===== config.mk =====
export PLATFORM = sky130hd
export DESIGN_NAME = fir_filter_16bit
export DESIGN_NICKNAME = d
export VERILOG_FILES = /design/src/sv/fir_pkg.sv /design/src/sv/fir_filter_16bit.sv /design/src/sv/fir_tap_shift.sv /design/src/sv/fir_bit_mac.sv
export SDC_FILE = /design/constraint.sdc
export NUM_CORES = 1
export LEC_CHECK = 0
export BUFFER_PORTS_ARGS = -buffer_cell sky130_fd_sc_hd__buf_2
export CORE_ASPECT_RATIO = 1.75
export CORE_UTILIZATION = 30
export CTS_CLUSTER_DIAMETER = 40
export CTS_CLUSTER_SIZE = 25
export DETAILED_ROUTE_END_ITERATION = 8
export HOLD_SLACK_MARGIN = 0.03
export PLACE_DENSITY_LB_ADDON = 0.05
export SYNTH_ARGS = -nofsm -noshare
export SYNTH_HDL_FRONTEND = slang
export SYNTH_SLANG_ARGS = --single-unit

===== constraint.sdc =====
create_clock -name i_clk -period 15.1 [get_ports i_clk]
set_input_delay 1.51 -clock i_clk [delete_from_list [all_inputs] [get_ports i_clk]]
set_output_delay 1.51 -clock i_clk [all_outputs]
set_load 0.01 [all_outputs]

===== src/sv/fir_pkg.sv =====
// shared constants, types and control struct for the bit-serial fir filter
// no dependencies; imported by every module of the block

package fir_pkg;

    // filter geometry
    localparam int TAPS       = 8;
    localparam int MAX_TAPS   = 8;
    localparam int HIST_DEPTH = MAX_TAPS - 1;
    localparam int TAP_IDX_W  = $clog2(MAX_TAPS);

    // field widths
    localparam int SAMPLE_W   = 16;
    localparam int COEF_W     = 16;
    localparam int BIT_CNT_W  = $clog2(SAMPLE_W);
    localparam int CFG_ADDR_W = 8;

    // accumulator geometry: partial sums of gated coefficients and the upper accumulator half
    localparam int PAIR_W     = COEF_W + 1;
    localparam int PSUM_W     = COEF_W + 3;
    localparam int SUM_W      = PSUM_W + 2;
    localparam int ACC_HI_W   = SUM_W - 1;
    localparam int Q_W        = ACC_HI_W + 2;

    localparam logic [BIT_CNT_W-1:0] LAST_BIT = BIT_CNT_W'(SAMPLE_W - 1);

    typedef logic signed [SAMPLE_W-1:0] t_sample;
    typedef logic signed [COEF_W-1:0]   t_coef;
    typedef t_coef                      t_coef_arr [MAX_TAPS];
    typedef logic [MAX_TAPS-1:0]        t_tap_bits;

    // per-cycle control for the serial multiply-accumulate
    typedef struct packed {
        logic valid;   // a bit slice is on the tap bit lines
        logic first;   // least significant bit of the samples
        logic last;    // sign bit of the samples, weighted negative
    } t_mac_ctrl;

endpackage


===== src/sv/fir_filter_16bit.sv =====
// top level of the bit-serial direct-form fir filter: coefficient registers,
// sequencer and output register; depends on fir_pkg, fir_tap_shift, fir_bit_mac

// One sample is accepted when the block is idle and gives one filtered sample.
// The sample and the seven previous ones are consumed one bit per cycle, least
// significant bit first; an item passes from acceptance through the bit-serial
// steps over the sample word, the second stage of the coefficient adder tree,
// rounding and saturation and the load of the output register. The input is
// ready again in the following cycle, so a sample is taken only once the last
// one has reached the output register. A new sample is taken while a finished
// result still waits on the output side; if that result is still not taken when
// the next one is done, the sequencer holds until the output register frees.
// Coefficients are Q1.15 and are written through the cfg channel (index 0 is the
// newest tap); writes at indexes past the last tap are ignored. The delay line
// clears at reset.

module fir_filter_16bit
    import fir_pkg::*;
(
    input  logic                  i_clk,
    input  logic                  i_rst_n,
    // input stream
    input  logic                  i_s_axis_tvalid,
    output logic                  o_s_axis_tready,
    input  logic [SAMPLE_W-1:0]   i_s_axis_tdata,   // [15:0] sample_in
    // output stream
    output logic                  o_m_axis_tvalid,
    input  logic                  i_m_axis_tready,
    output logic [SAMPLE_W-1:0]   o_m_axis_tdata,   // [15:0] sample_out
    // coefficient writes
    input  logic                  i_cfg_valid,
    output logic                  o_cfg_ready,
    input  logic [CFG_ADDR_W-1:0] i_cfg_addr,
    input  logic [COEF_W-1:0]     i_cfg_data
);

    typedef enum logic [1:0] {
        S_IDLE,
        S_RUN,
        S_DRAIN,
        S_HOLD
    } t_state;

    t_state               r_state;
    t_state               n_state;
    logic [BIT_CNT_W-1:0] r_cnt;
    logic [BIT_CNT_W-1:0] n_cnt;
    t_coef_arr            r_coef;

    logic      in_beat;
    logic      out_free;
    logic      out_load;
    logic      q_valid;
    t_sample   q;
    t_tap_bits tap_bits;
    t_mac_ctrl mac_ctrl;

    assign o_cfg_ready     = 1'b1;
    assign o_s_axis_tready = (r_state == S_IDLE);
    assign in_beat         = i_s_axis_tvalid && o_s_axis_tready;
    assign out_free        = !o_m_axis_tvalid || i_m_axis_tready;

    // coefficient registers
    always_ff @(posedge i_clk) begin
        if (!i_rst_n) begin
            for (int t = 0; t < MAX_TAPS; t++) begin
                r_coef[t] <= '0;
            end
        end else if (i_cfg_valid && (i_cfg_addr < CFG_ADDR_W'(MAX_TAPS))) begin
            r_coef[i_cfg_addr[TAP_IDX_W-1:0]] <= i_cfg_data;
        end
    end

    // sequencer next state
    always_comb begin
        n_state  = r_state;
        n_cnt    = r_cnt;
        out_load = 1'b0;
        unique case (r_state)
            S_IDLE: begin
                if (in_beat) begin
                    n_state = S_RUN;
                    n_cnt   = '0;
                end
            end
            S_RUN: begin
                n_cnt = r_cnt + 1'b1;
                if (r_cnt == LAST_BIT) begin
                    n_state = S_DRAIN;
                end
            end
            S_DRAIN: begin
                if (q_valid) begin
                    if (out_free) begin
                        out_load = 1'b1;
                        n_state  = S_IDLE;
                    end else begin
                        n_state = S_HOLD;
                    end
                end
            end
            S_HOLD: begin
                if (out_free) begin
                    out_load = 1'b1;
                    n_state  = S_IDLE;
                end
            end
            default: begin
                n_state = S_IDLE;
            end
        endcase
    end

    // state, counter and output register
    always_ff @(posedge i_clk) begin
        if (!i_rst_n) begin
            r_state         <= S_IDLE;
            r_cnt           <= '0;
            o_m_axis_tvalid <= 1'b0;
        end else begin
            r_state <= n_state;
            r_cnt   <= n_cnt;
            if (out_load) begin
                o_m_axis_tvalid <= 1'b1;
                o_m_axis_tdata  <= q;
            end else if (i_m_axis_tready) begin
                o_m_axis_tvalid <= 1'b0;
            end
        end
    end

    // one bit slice per run cycle
    always_comb begin
        mac_ctrl.valid = (r_state == S_RUN);
        mac_ctrl.first = (r_state == S_RUN) && (r_cnt == '0);
        mac_ctrl.last  = (r_state == S_RUN) && (r_cnt == LAST_BIT);
    end

    fir_tap_shift u_taps (
        .i_clk    (i_clk),
        .i_rst_n  (i_rst_n),
        .i_load   (in_beat),
        .i_sample (i_s_axis_tdata),
        .i_shift  (mac_ctrl.valid),
        .o_bits   (tap_bits)
    );

    fir_bit_mac u_mac (
        .i_clk     (i_clk),
        .i_rst_n   (i_rst_n),
        .i_ctrl    (mac_ctrl),
        .i_bits    (tap_bits),
        .i_coef    (r_coef),
        .o_q_valid (q_valid),
        .o_q       (q)
    );

    // a finished result only shows up while the sequencer waits for it
    a_q_in_drain: assert property (@(posedge i_clk) disable iff (!i_rst_n)
        q_valid |-> (r_state == S_DRAIN))
        else $error("mac result outside drain");

    // an accepted sample starts the bit count from zero
    a_start_run: assert property (@(posedge i_clk) disable iff (!i_rst_n)
        in_beat |=> (r_state == S_RUN) && (r_cnt == '0))
        else $error("run did not start after accept");

    // the sign bit step ends the run
    a_run_end: assert property (@(posedge i_clk) disable iff (!i_rst_n)
        (r_state == S_RUN) && (r_cnt == LAST_BIT) |=> (r_state == S_DRAIN))
        else $error("run did not end after sign bit");

    // the output register is never overwritten while a beat waits
    a_no_overwrite: assert property (@(posedge i_clk) disable iff (!i_rst_n)
        out_load |-> (!o_m_axis_tvalid || i_m_axis_tready))
        else $error("output beat overwritten");

endmodule


===== src/sv/fir_tap_shift.sv =====
// delay line of past samples and the bit-serial shift registers fed to the mac
// depends on fir_pkg

module fir_tap_shift
    import fir_pkg::*;
(
    input  logic      i_clk,
    input  logic      i_rst_n,
    input  logic      i_load,
    input  t_sample   i_sample,
    input  logic      i_shift,
    output t_tap_bits o_bits
);

    t_sample r_delay [HIST_DEPTH];
    t_sample r_work  [MAX_TAPS];

    // delay line, newest first, cleared so the stream starts from silence
    always_ff @(posedge i_clk) begin
        if (!i_rst_n) begin
            for (int i = 0; i < HIST_DEPTH; i++) begin
                r_delay[i] <= '0;
            end
        end else if (i_load) begin
            r_delay[0] <= i_sample;
            for (int i = 1; i < HIST_DEPTH; i++) begin
                r_delay[i] <= r_delay[i-1];
            end
        end
    end

    // working copies shift out one bit per cycle while i_shift is high, lsb first
    always_ff @(posedge i_clk) begin
        if (i_load) begin
            r_work[0] <= i_sample;
            for (int t = 1; t < MAX_TAPS; t++) begin
                r_work[t] <= r_delay[t-1];
            end
        end else if (i_shift) begin
            for (int t = 0; t < MAX_TAPS; t++) begin
                r_work[t] <= {r_work[t][SAMPLE_W-1], r_work[t][SAMPLE_W-1:1]};
            end
        end
    end

    // current bit slice across all taps
    always_comb begin
        for (int t = 0; t < MAX_TAPS; t++) begin
            o_bits[t] = r_work[t][0];
        end
    end

endmodule


===== src/sv/fir_bit_mac.sv =====
// serial-parallel multiply-accumulate: one sample bit of every tap per valid cycle,
// then truncation toward zero by 2^15 and saturation; depends on fir_pkg

module fir_bit_mac
    import fir_pkg::*;
(
    input  logic      i_clk,
    input  logic      i_rst_n,
    input  t_mac_ctrl i_ctrl,
    input  t_tap_bits i_bits,
    input  t_coef_arr i_coef,
    output logic      o_q_valid,
    output t_sample   o_q
);

    t_coef                    g [MAX_TAPS];
    logic signed [PAIR_W-1:0] r_pair [MAX_TAPS/2];
    t_mac_ctrl                r_ctrl_a;

    logic signed [PSUM_W-1:0]   p_sum;
    logic signed [SUM_W-1:0]    term;
    logic signed [SUM_W-1:0]    base;
    logic signed [SUM_W-1:0]    n_sum;
    logic signed [ACC_HI_W-1:0] r_acc_hi;
    logic [SAMPLE_W-1:0]        r_acc_lo;
    logic                       r_done;

    logic signed [Q_W-1:0] q_floor;
    logic signed [Q_W-1:0] q_trunc;
    logic                  q_round;
    t_sample               n_q;

    // gate coefficients by the sample bits, taps past the filter length drop out
    always_comb begin
        for (int t = 0; t < MAX_TAPS; t++) begin
            g[t] = (i_bits[t] && (t < TAPS)) ? i_coef[t] : '0;
        end
    end

    // stage a: pairwise sums
    always_ff @(posedge i_clk) begin
        for (int k = 0; k < MAX_TAPS/2; k++) begin
            r_pair[k] <= {g[2*k][COEF_W-1], g[2*k]} + {g[2*k+1][COEF_W-1], g[2*k+1]};
        end
    end

    always_ff @(posedge i_clk) begin
        if (!i_rst_n) begin
            r_ctrl_a <= '0;
        end else begin
            r_ctrl_a <= i_ctrl;
        end
    end

    // stage b: finish the tree and fold into the shifting accumulator
    always_comb begin
        p_sum = '0;
        for (int k = 0; k < MAX_TAPS/2; k++) begin
            p_sum = p_sum + {{(PSUM_W-PAIR_W){r_pair[k][PAIR_W-1]}}, r_pair[k]};
        end
        term  = {{(SUM_W-PSUM_W){p_sum[PSUM_W-1]}}, p_sum};
        if (r_ctrl_a.last) begin
            term = -term;
        end
        base  = r_ctrl_a.first ? '0 : {r_acc_hi[ACC_HI_W-1], r_acc_hi};
        n_sum = base + term;
    end

    always_ff @(posedge i_clk) begin
        if (r_ctrl_a.valid) begin
            r_acc_hi <= n_sum[SUM_W-1:1];
            r_acc_lo <= {n_sum[0], r_acc_lo[SAMPLE_W-1:1]};
        end
    end

    always_ff @(posedge i_clk) begin
        if (!i_rst_n) begin
            r_done <= 1'b0;
        end else begin
            r_done <= r_ctrl_a.valid && r_ctrl_a.last;
        end
    end

    // stage c: divide by 2^15 toward zero, then clamp to 16 bits
    always_comb begin
        q_floor = {r_acc_hi[ACC_HI_W-1], r_acc_hi, r_acc_lo[SAMPLE_W-1]};
        q_round = r_acc_hi[ACC_HI_W-1] && (|r_acc_lo[SAMPLE_W-2:0]);
        q_trunc = q_floor + {{(Q_W-1){1'b0}}, q_round};
        if (q_trunc > Q_W'(32767)) begin
            n_q = 16'sh7FFF;
        end else if (q_trunc < -Q_W'(32768)) begin
            n_q = 16'sh8000;
        end else begin
            n_q = q_trunc[SAMPLE_W-1:0];
        end
    end

    always_ff @(posedge i_clk) begin
        if (r_done) begin
            o_q <= n_q;
        end
    end

    always_ff @(posedge i_clk) begin
        if (!i_rst_n) begin
            o_q_valid <= 1'b0;
        end else begin
            o_q_valid <= r_done;
        end
    end

endmodule


==> results of run 1 <==
cell families (layout without fill, tap and decap cells):
family / count (synthesis) / after routing
buffers and inverters: 214 / 309
AOI/OAI and AO/OA: 404 / 404
DFF: 516 / 516
and+or+nand+nor: 893 / 893
muxes: 67 / 67
other: 1 / 4
xor gates and xnor gates: 124 / 124
adders and majority gates: 148 / 148
state kept, by name, indices dropped and copies added (netlist names):
| name | flops |
|---|---|
| r_coef | 128 |
| r_state | 2 |
| u_taps.r_work | 128 |
| u_taps.r_delay | 112 |
| u_mac.o_q_valid | 1 |
| u_mac.r_pair | 68 |
| u_mac.r_done | 1 |
| u_mac.o_q | 16 |
| o_m_axis_tvalid | 1 |
| u_mac.r_ctrl_a | 3 |
| u_mac.r_acc_hi | 20 |
| r_cnt | 4 |
| o_m_axis_tdata | 16 |
| u_mac.r_acc_lo | 16 |
synthesized netlist by cell type, drive strengths merged, types with 10 or more instances:
master,n,share of area (%)
nand2,332,5.0
edfxtp,308,37
dfxtp,208,17
nor2,155,2.3
and2,142,3.6
a21oi,136,2.7
ha,123,6.2
and3,120,3.0
clkbuf,118,1.8
xnor2,95,3.3
inv,90,1.4
o21ai,83,1.7
a22o,75,2.6
mux2i,66,2.6
nand3,33,0.66
nor2b,30,0.75
xor2,29,1.0
nor3,28,0.56
fa,25,2.0
o21bai,20,0.60
a21o,17,0.52
nand2b,11,0.28
o21a,10,0.30
worst max path at each step:
stage | depth (start not counted) | slack (ns) | to | start
after floorplan | 5 | 7.50 | r_cnt[2]$_SDFFE_PN0P_ | i_s_axis_tvalid
after global placement | 25 | 8.20 | u_mac.r_acc_hi[19]$_DFFE_PP_ | u_mac.r_pair[1][0]$_DFF_P_
after detailed placement | 25 | 8.18 | u_mac.r_acc_hi[19]$_DFFE_PP_ | u_mac.r_pair[1][0]$_DFF_P_
after CTS | 25 | 8.18 | u_mac.r_acc_hi[19]$_DFFE_PP_ | u_mac.r_pair[1][0]$_DFF_P_
after global routing | 28 | 7.71 | u_mac.r_acc_hi[19]$_DFFE_PP_ | u_mac.r_pair[1][0]$_DFF_P_
final | 25 | 8.24 | u_mac.r_acc_hi[19]$_DFFE_PP_ | u_mac.r_pair[1][0]$_DFF_P_
cell type report:
type / count / area, um2
Antenna cell: 3 / 7.51
Clock buffer: 90 / 2030
Clock inverter: 51 / 469
Fill cell: 8212 / 53400
Inverter: 90 / 345
Multi-Input combinational cell: 1637 / 10800
Sequential cell: 516 / 13400
Tap cell: 1057 / 1320
Timing Repair Buffer: 78 / 433
power by group:
| part | total, mW | switching (mW) | internal (mW) |
|---|---|---|---|
| logic | 0.140 | 0.0961 | 0.0443 |
| clock network | 1.74 | 0.708 | 1.03 |
| registers | 1.62 | 0.0423 | 1.57 |
layer usage:
layer	up-vias	global-route usage, %	wire length [um]
li1	8365	-	-
met1	8119	15.0	23300
met2	210	31.7	37400
met3	113	2.56	1980
met4	2	6.67	1890
met5	-	0	11
==> metrics.md, run 1 <==
| Metric | Value |
|---|---|
| Vias | 16809 |
| Xor-xnor portion of the synthesized cell area | 4.35% |
| Dpl cell area | 0.0263 mm2 |
| Max_cap viols | 0 |
| Mean Syn Cell Area | 10.6 um2 |
| Worst-Margin Slew | 1.10 ns |
| Pre-CTS setup slack | 8.18 ns |
| Delay-heaviest family, CP | compound AO/OA/AOI/OAI gates |
| Via-to-Cell Ratio | 4.77 |
| Largest net degree at the start of global routing | 113 |
| HP Class | flop to flop |
| DR iter-0 viols | 689 |
| TNS Setup | 0 ns |
| Initial Utilization | 30.4% |
| Final Hold Slack | 0.413 ns |
| Worst r2r path cells | 25 |
| Failing checks | design-rule violations |
| # DRC | 10 |
| Register area share after synthesis | 53.7% |
| Yosys warns | 0 |
| Placeable core region | 0.0823 mm2 |
| Maximum VDD drop | 0.0000763 V |
| Crit path time final | 6.86 ns |
| Drt total wl | 64.6 mm |
| Largest family of logic cells by synthesized area | simple AND/OR/NAND/NOR gates |
| Worst R2R Setup Slack | 8.24 ns |
| Worst-path clk slew | 0.06 ns |
| Clock Sinks | 516 |
| Total track usage | 15.6% |
| Worst path arrival time | 7.23 ns |
| Per-cell routed wire length | 18.3 um |
| Post-synthesis mux area share | 2.69% |
| Hold path start | u_mac.o_q[4]$_SDFFCE_PN1P_ |
| Nets@finish | 2593 |
| Library cells used by synthesis | 67 |
| Slew HR | 26.7% |
| Async set-reset flop share out of synthesis | 0% |
| CTS H-tree lvls | 3 |
| Reg2reg start | u_mac.r_pair[1][0]$_DFF_P_ |
| Final std cells w/o fill | 3522 |
| Synth Area in Adders | 8.16% |
| GP Congestion | 0.793 |
| Post-Place Cells | 3378 |
| CTS buffer count | 77 |
| CP bufs+invs | 0 |
| Post-synth EDFFs | 308 |
| RSZ-0062 raised after global routing | false |
| Hold buffers post-CTS | 0 |
| Commonest non-fill, non-tap cells in the layout | nand2_1 (331), edfxtp_1 (308), dfxtp_1 (208) |
| Detailed placer's ending HPWL | 45.4 mm |
| Period Utilization, post-route | 45.4% |
| Setup bufs post-CTS | 0 |
| Most common cell after layout, fill and taps aside | nand2_1 |
| Setup ws final | 8.24 ns |
| Compound-Gate Fraction of Synth Area | 10.6% |
| Root buffer cell | clkbuf_16 |
| Clock Latency Late Sink | 0.65 ns |
| First-pass DRT Iterations | 9 |
| Cell Rows | 139 |
| Max incr delay on CP | 0.53 ns |
| Critical path fanouts, max | 9 |
| Crit. End Element | flop |
| Die area | 0.0845 mm2 |
| Finished Core Util | 35.1% |
| Hold path endpoint | o_m_axis_tdata[4]$_DFFE_PP_ |
| Die Y | 384 um |
| Synthesized cell area | 0.0250 mm2 |
| Vias in the first global route | 17990 |
| IO Count | 64 |
| Max Clock Freq | 146 MHz |
| Final Max Tran Viols | 0 |
| WP data required | 15.47 ns |
| Max Root-Sink Buffers | 3 |
| Width of the die | 220 um |
| Crit-path most repeated cell | a21oi_1 |
| Power Density | 121 mW/mm2 |
| Post-route cell area | 0.0288 mm2 |
| Hold Path Depth | 0 |
| Area Growth Syn to Fin | 15.4% |
| Post-route ant nets | 0 |
| Setup Skew | 0.0314 ns |
| Reg2reg end | u_mac.r_acc_hi[19]$_DFFE_PP_ |
| P_leak | 12.1 nW |
| Antenna violations before repair | 5 |
| Path type of the worst setup path | flop to flop |
| CTS tree | built |
| Layout cell share with drive strength beyond 1 | 9.59% |
| Cells after Synth | 2367 |
| Post-synth top flop | edfxtp_1 |
| Crit-path slowest cell | or4_1 |
| Final Hold Fails | 0 |
| First-pass GRT wire length | 100 mm |
| Final setup vio count | 0 |
| Post-route total power | 3.50 mW |
| Port Buf Inserts | 62 |
| #FFs+latches synth | 516 |
| Post-synthesis simple-gate area fraction | 17.3% |
| Status | finished with violations |
| Syn_nets | 2560 |
| Gr ovfl total | 0 |
| CP startpoint kind | flop |
| Post-cts resize count | 0 |
(Power assumes the default switching activity.)
==> run 2: changes to the inputs <==
--- a/config.mk
+++ b/config.mk
@@ -5,6 +5,7 @@
 export SDC_FILE = /design/constraint.sdc
 export NUM_CORES = 1
 export LEC_CHECK = 0
+export ABC_AREA = 1
 export BUFFER_PORTS_ARGS = -buffer_cell sky130_fd_sc_hd__buf_2
 export CORE_ASPECT_RATIO = 1.75
 export CORE_UTILIZATION = 30
==> constraint.sdc (replaced) <==
create_clock -name i_clk -period 6.22 [get_ports i_clk]
set_input_delay 0.622 -clock i_clk [delete_from_list [all_inputs] [get_ports i_clk]]
set_output_delay 0.622 -clock i_clk [all_outputs]
set_load 0.01 [all_outputs]
==> metrics.md, run 2 <==
| Metric | Value |
|---|---|
| Cell accounting for the most synthesized area | edfxtp_1 (unchanged) |
| Post-route ant nets | 0 (unchanged) |
| Syn_nets | 3137 (was 2560) |
| Gr ovfl total | 0 (unchanged) |
| Per-cell routed wire length | 16.8 um (was 18.3 um) |
| Worst-path clk slew | 0.06 ns (about the same) |
| Cells after Synth | 2944 (was 2367) |
| Power Density | 302 mW/mm2 (was 121 mW/mm2) |
| Max Clock Freq | 175 MHz (was 146 MHz) |
| Largest regs | r_coef (128), u_taps.r_work (128), u_taps.r_delay (112) (unchanged) |
| Vias in the first global route | 19798 (was 17990) |
| CP bufs+invs | 2 (was 0) |
| P_leak | 14.4 nW (was 12.1 nW) |
| First-pass DRT Iterations | 5 (was 9) |
| Final Max Tran Viols | 0 (unchanged) |
| RSZ-0062 raised after global routing | false (unchanged) |
| WP data required | 6.61 ns (was 15.47 ns) |
| Yosys warns | 0 (unchanged) |
| Post-synth top cells | nand2_1 (612), nor2_1 (461), inv_1 (423), edfxtp_1 (308), o21ai_0 (273) (was nand2_1 (332), edfxtp_1 (308), dfxtp_1 (208), nor2_1 (155), and2_1 (142)) |
| Initial Utilization | 30.3% (was 30.4%) |
| Status | completed (was finished with violations) |
| Synth area leaders | edfxtp_1 (36%), dfxtp_1 (16%), nand2_1 (9.0%), nor2_1 (6.8%), inv_1 (6.2%) (was edfxtp_1 (37%), dfxtp_1 (17%), ha_1 (6.2%), nand2_1 (5.0%), and2_1 (3.6%)) |
| GP Congestion | 0.803 (was 0.793) |
| Async set-reset flop share out of synthesis | 0% (unchanged) |
| Share of the synthesized area in the top cell type | 36.1% (was 37.0%) |
| Synthesized cell area | 0.0256 mm2 (was 0.0250 mm2) |
| Final setup vio count | 0 (unchanged) |
| Area Growth Syn to Fin | 17.1% (was 15.4%) |
| Vias | 18945 (was 16809) |
| Antenna violations before repair | 2 (was 5) |
| Die Y | 388 um (was 384 um) |
| # DRC | 0 (was 10) |
| Sw Pwr | 2.38 mW (was 0.847 mW) |
| Detailed placer's ending HPWL | 50.3 mm (was 45.4 mm) |
| Cell Rows | 141 (was 139) |
| HP Class | input port to flop (was flop to flop) |
| Critical path fanouts, max | 5 (was 9) |
| Post-route cell area | 0.0300 mm2 (was 0.0288 mm2) |
| Most common cell after layout, fill and taps aside | nand2_1 (unchanged) |
| Register area share after synthesis | 52.4% (was 53.7%) |
| DR iter-0 viols | 944 (was 689) |
| IO Count | 64 (unchanged) |
| Crit-path slowest cell | fa_1 (was or4_1) |
| Delay-heaviest family, CP | simple AND/OR/NAND/NOR gates (was compound AO/OA/AOI/OAI gates) |
| Comb pwr share | 6.6% (was 4.0%) |
| Dpl cell area | 0.0273 mm2 (was 0.0263 mm2) |
| Largest net degree at the start of global routing | 80 (was 113) |
| Flop pwr share | 44.4% (was 46.2%) |
| Post-synth EDFFs | 308 (unchanged) |
| Commonest non-fill, non-tap cells in the layout | nand2_1 (609), nor2_1 (460), inv_1 (422) (was nand2_1 (331), edfxtp_1 (308), dfxtp_1 (208)) |
| Diodes inserted | 0 (was 3) |
| Worst-Margin Slew | 1.24 ns (was 1.10 ns) |
| Slew HR | 17.0% (was 26.7%) |
| Setup Skew | 0.0398 ns (was 0.0314 ns) |
| Layout cell share with drive strength beyond 1 | 9.28% (was 9.59%) |
| Via-to-Cell Ratio | 4.55 (was 4.77) |
| Root buffer cell | clkbuf_16 (unchanged) |
| Drt total wl | 69.9 mm (was 64.6 mm) |
| Mean Syn Cell Area | 8.69 um2 (was 10.6 um2) |
| Max Root-Sink Buffers | 3 (unchanged) |
| Die area | 0.0865 mm2 (was 0.0845 mm2) |
| Total track usage | 16.5% (was 15.6%) |
| Post-synth top flop | edfxtp_1 (unchanged) |
| Crit path time final | 5.71 ns (was 6.86 ns) |
| Nets@finish | 3224 (was 2593) |
| Max_cap viols | 0 (unchanged) |
| Placeable core region | 0.0845 mm2 (was 0.0823 mm2) |
| Max incr delay on CP | 0.45 ns (was 0.53 ns) |
| Path type of the worst setup path | flop to flop (unchanged) |
| P_int | 6.66 mW (was 2.65 mW) |
| CTS buffer count | 75 (was 77) |
| Sw frac | 26.3% (was 24.2%) |
| Filler instances | 8769 (was 8212) |
| Clock Sinks | 516 (unchanged) |
| Port Buf Inserts | 62 (unchanged) |
| #FFs+latches synth | 516 (unchanged) |
| Maximum VDD drop | 0.000199 V (was 0.0000763 V) |
| Clock network fraction of design power | 49.0% (was 49.8%) |
| Library cells used by synthesis | 49 (was 67) |
| Crit. End Element | flop (unchanged) |
| CP startpoint kind | flop (unchanged) |
| First-pass GRT wire length | 110 mm (was 100 mm) |
| Worst path arrival time | 6.10 ns (was 7.23 ns) |
| Clock Latency Late Sink | 0.66 ns (was 0.65 ns) |
| Width of the die | 223 um (was 220 um) |
| CTS H-tree lvls | 3 (unchanged) |
| Final Hold Fails | 0 (unchanged) |
| Period Utilization, post-route | 91.8% (was 45.4%) |
| CTS tree | built (unchanged) |
| Post-route total power | 9.04 mW (was 3.50 mW) |
| Count leader, synth | nand2_1 (unchanged) |
run 2: changes by cell type in the layout (fill, tap and decap cells not counted), sizes merged, moves of 30 or more:
cell   previous run  this run
nand2           332       614
xor2             29        85
a22o             75         0
nor2            155       465
inv             105       445
o21ai            83       277
xnor2            95        35
buf              78       117
mux2i            66         0
nor2b            30         0
and2            142         2
and3            120         0
run 2: cells by family (layout without fill, tap and decap cells):
group,count (synthesis),in the layout,synth area share (%)
compound gates,440,440,9.16
xor+xnor,120,120,4.11
fa+ha+maj,148,148,7.97
buf+inv,533,681,7.95
flops,516,516,52.4
other cells,1,1,0.0147
simple gates,1186,1186,18.4
run 2: area by class of cell:
| class | instances | area [um2] | area share, % |
|---|---|---|---|
| Clock buffer | 82 | 1950 | 6.52 |
| Sequential cell | 516 | 13400 | 44.8 |
| Tap cell | 1072 | 1340 | 4.48 |
| Multi-Input combinational cell | 1895 | 10200 | 34.2 |
| Inverter | 426 | 1600 | 5.35 |
| Clock inverter | 56 | 689 | 2.30 |
| Timing Repair Buffer | 117 | 726 | 2.42 |
run 2: worst register-to-register path, delay by kind of cell (launching register included):
| family | cells | cell delay, ns |
|---|---|---|
| buffers and inverters | 2 | 0.29 |
| xor gates and xnor gates | 3 | 0.46 |
| and+or+nand+nor | 18 | 2.09 |
| adders and majority gates | 5 | 1.79 |
| AOI/OAI and AO/OA | 5 | 0.55 |
| DFF | 1 | 0.30 |
run 2: path summary, 6_finish.rpt:
| check | start | to | slack, ns | depth (start not counted) |
|---|---|---|---|---|
| min reg2reg | u_mac.o_q[4]$_SDFFCE_PN1P_ | o_m_axis_tdata[4]$_DFFE_PP_ | 0.42 | 0 |
| max reg2reg | u_mac.r_pair[1][0]$_DFF_P_ | u_mac.r_acc_hi[18]$_DFFE_PP_ | 0.51 | 33 |
| max | u_mac.r_pair[1][0]$_DFF_P_ | u_mac.r_acc_hi[18]$_DFFE_PP_ | 0.51 | 33 |
| min | i_s_axis_tdata[15] | u_taps.r_work[0][15]$_DFFE_PP_ | 0.15 | 1 |
run 2: stage by stage:
stage / setup slack [ns] / hold slack (ns) / TNS (ns) / cells / util (%)
2_1_floorplan: 0.893 / 0.400 / 0 / 2944 / -
3_3_place_gp: 0.000483 / 0.405 / 0 / 4025 / 32.2
3_5_place_dp: -0.0127 / 0.405 / -0.0127 / 4025 / 32.2
4_1_cts: 0.0460 / 0.0893 / 0 / 4163 / 35.4
5_1_grt: 0.00817 / 0.114 / 0 / 4164 / 35.5
6_report: 0.507 / 0.151 / 0 / 4164 / 35.5
run 2: power groups by stage:
stage	registers (mW)	clock network [mW]	logic [mW]
6_report	4.02	4.43	0.593
5_1_grt	4.04	4.71	0.675
4_1_cts	4.02	4.59	0.622
3_5_place_dp	4.09	0	0.620
3_3_place_gp	4.09	0	0.620
2_1_floorplan	4.07	0	0.380
run 2: what timing repair did:
action	4_1_cts	5_1_grt
gates resized for setup	1	16
pin swaps	0	6
endpoints found under the setup margin	1	4
hold buffers	0	0
buffers inserted	0	1
run 2: metal layers:
layer	vias up	global-route usage [%]	share of wire, %
met1	8912	16.8	39
li1	9659	-	-
met3	118	2.64	3.0
met5	-	0	0.011
met4	2	7.57	3.7
met2	254	32.2	55
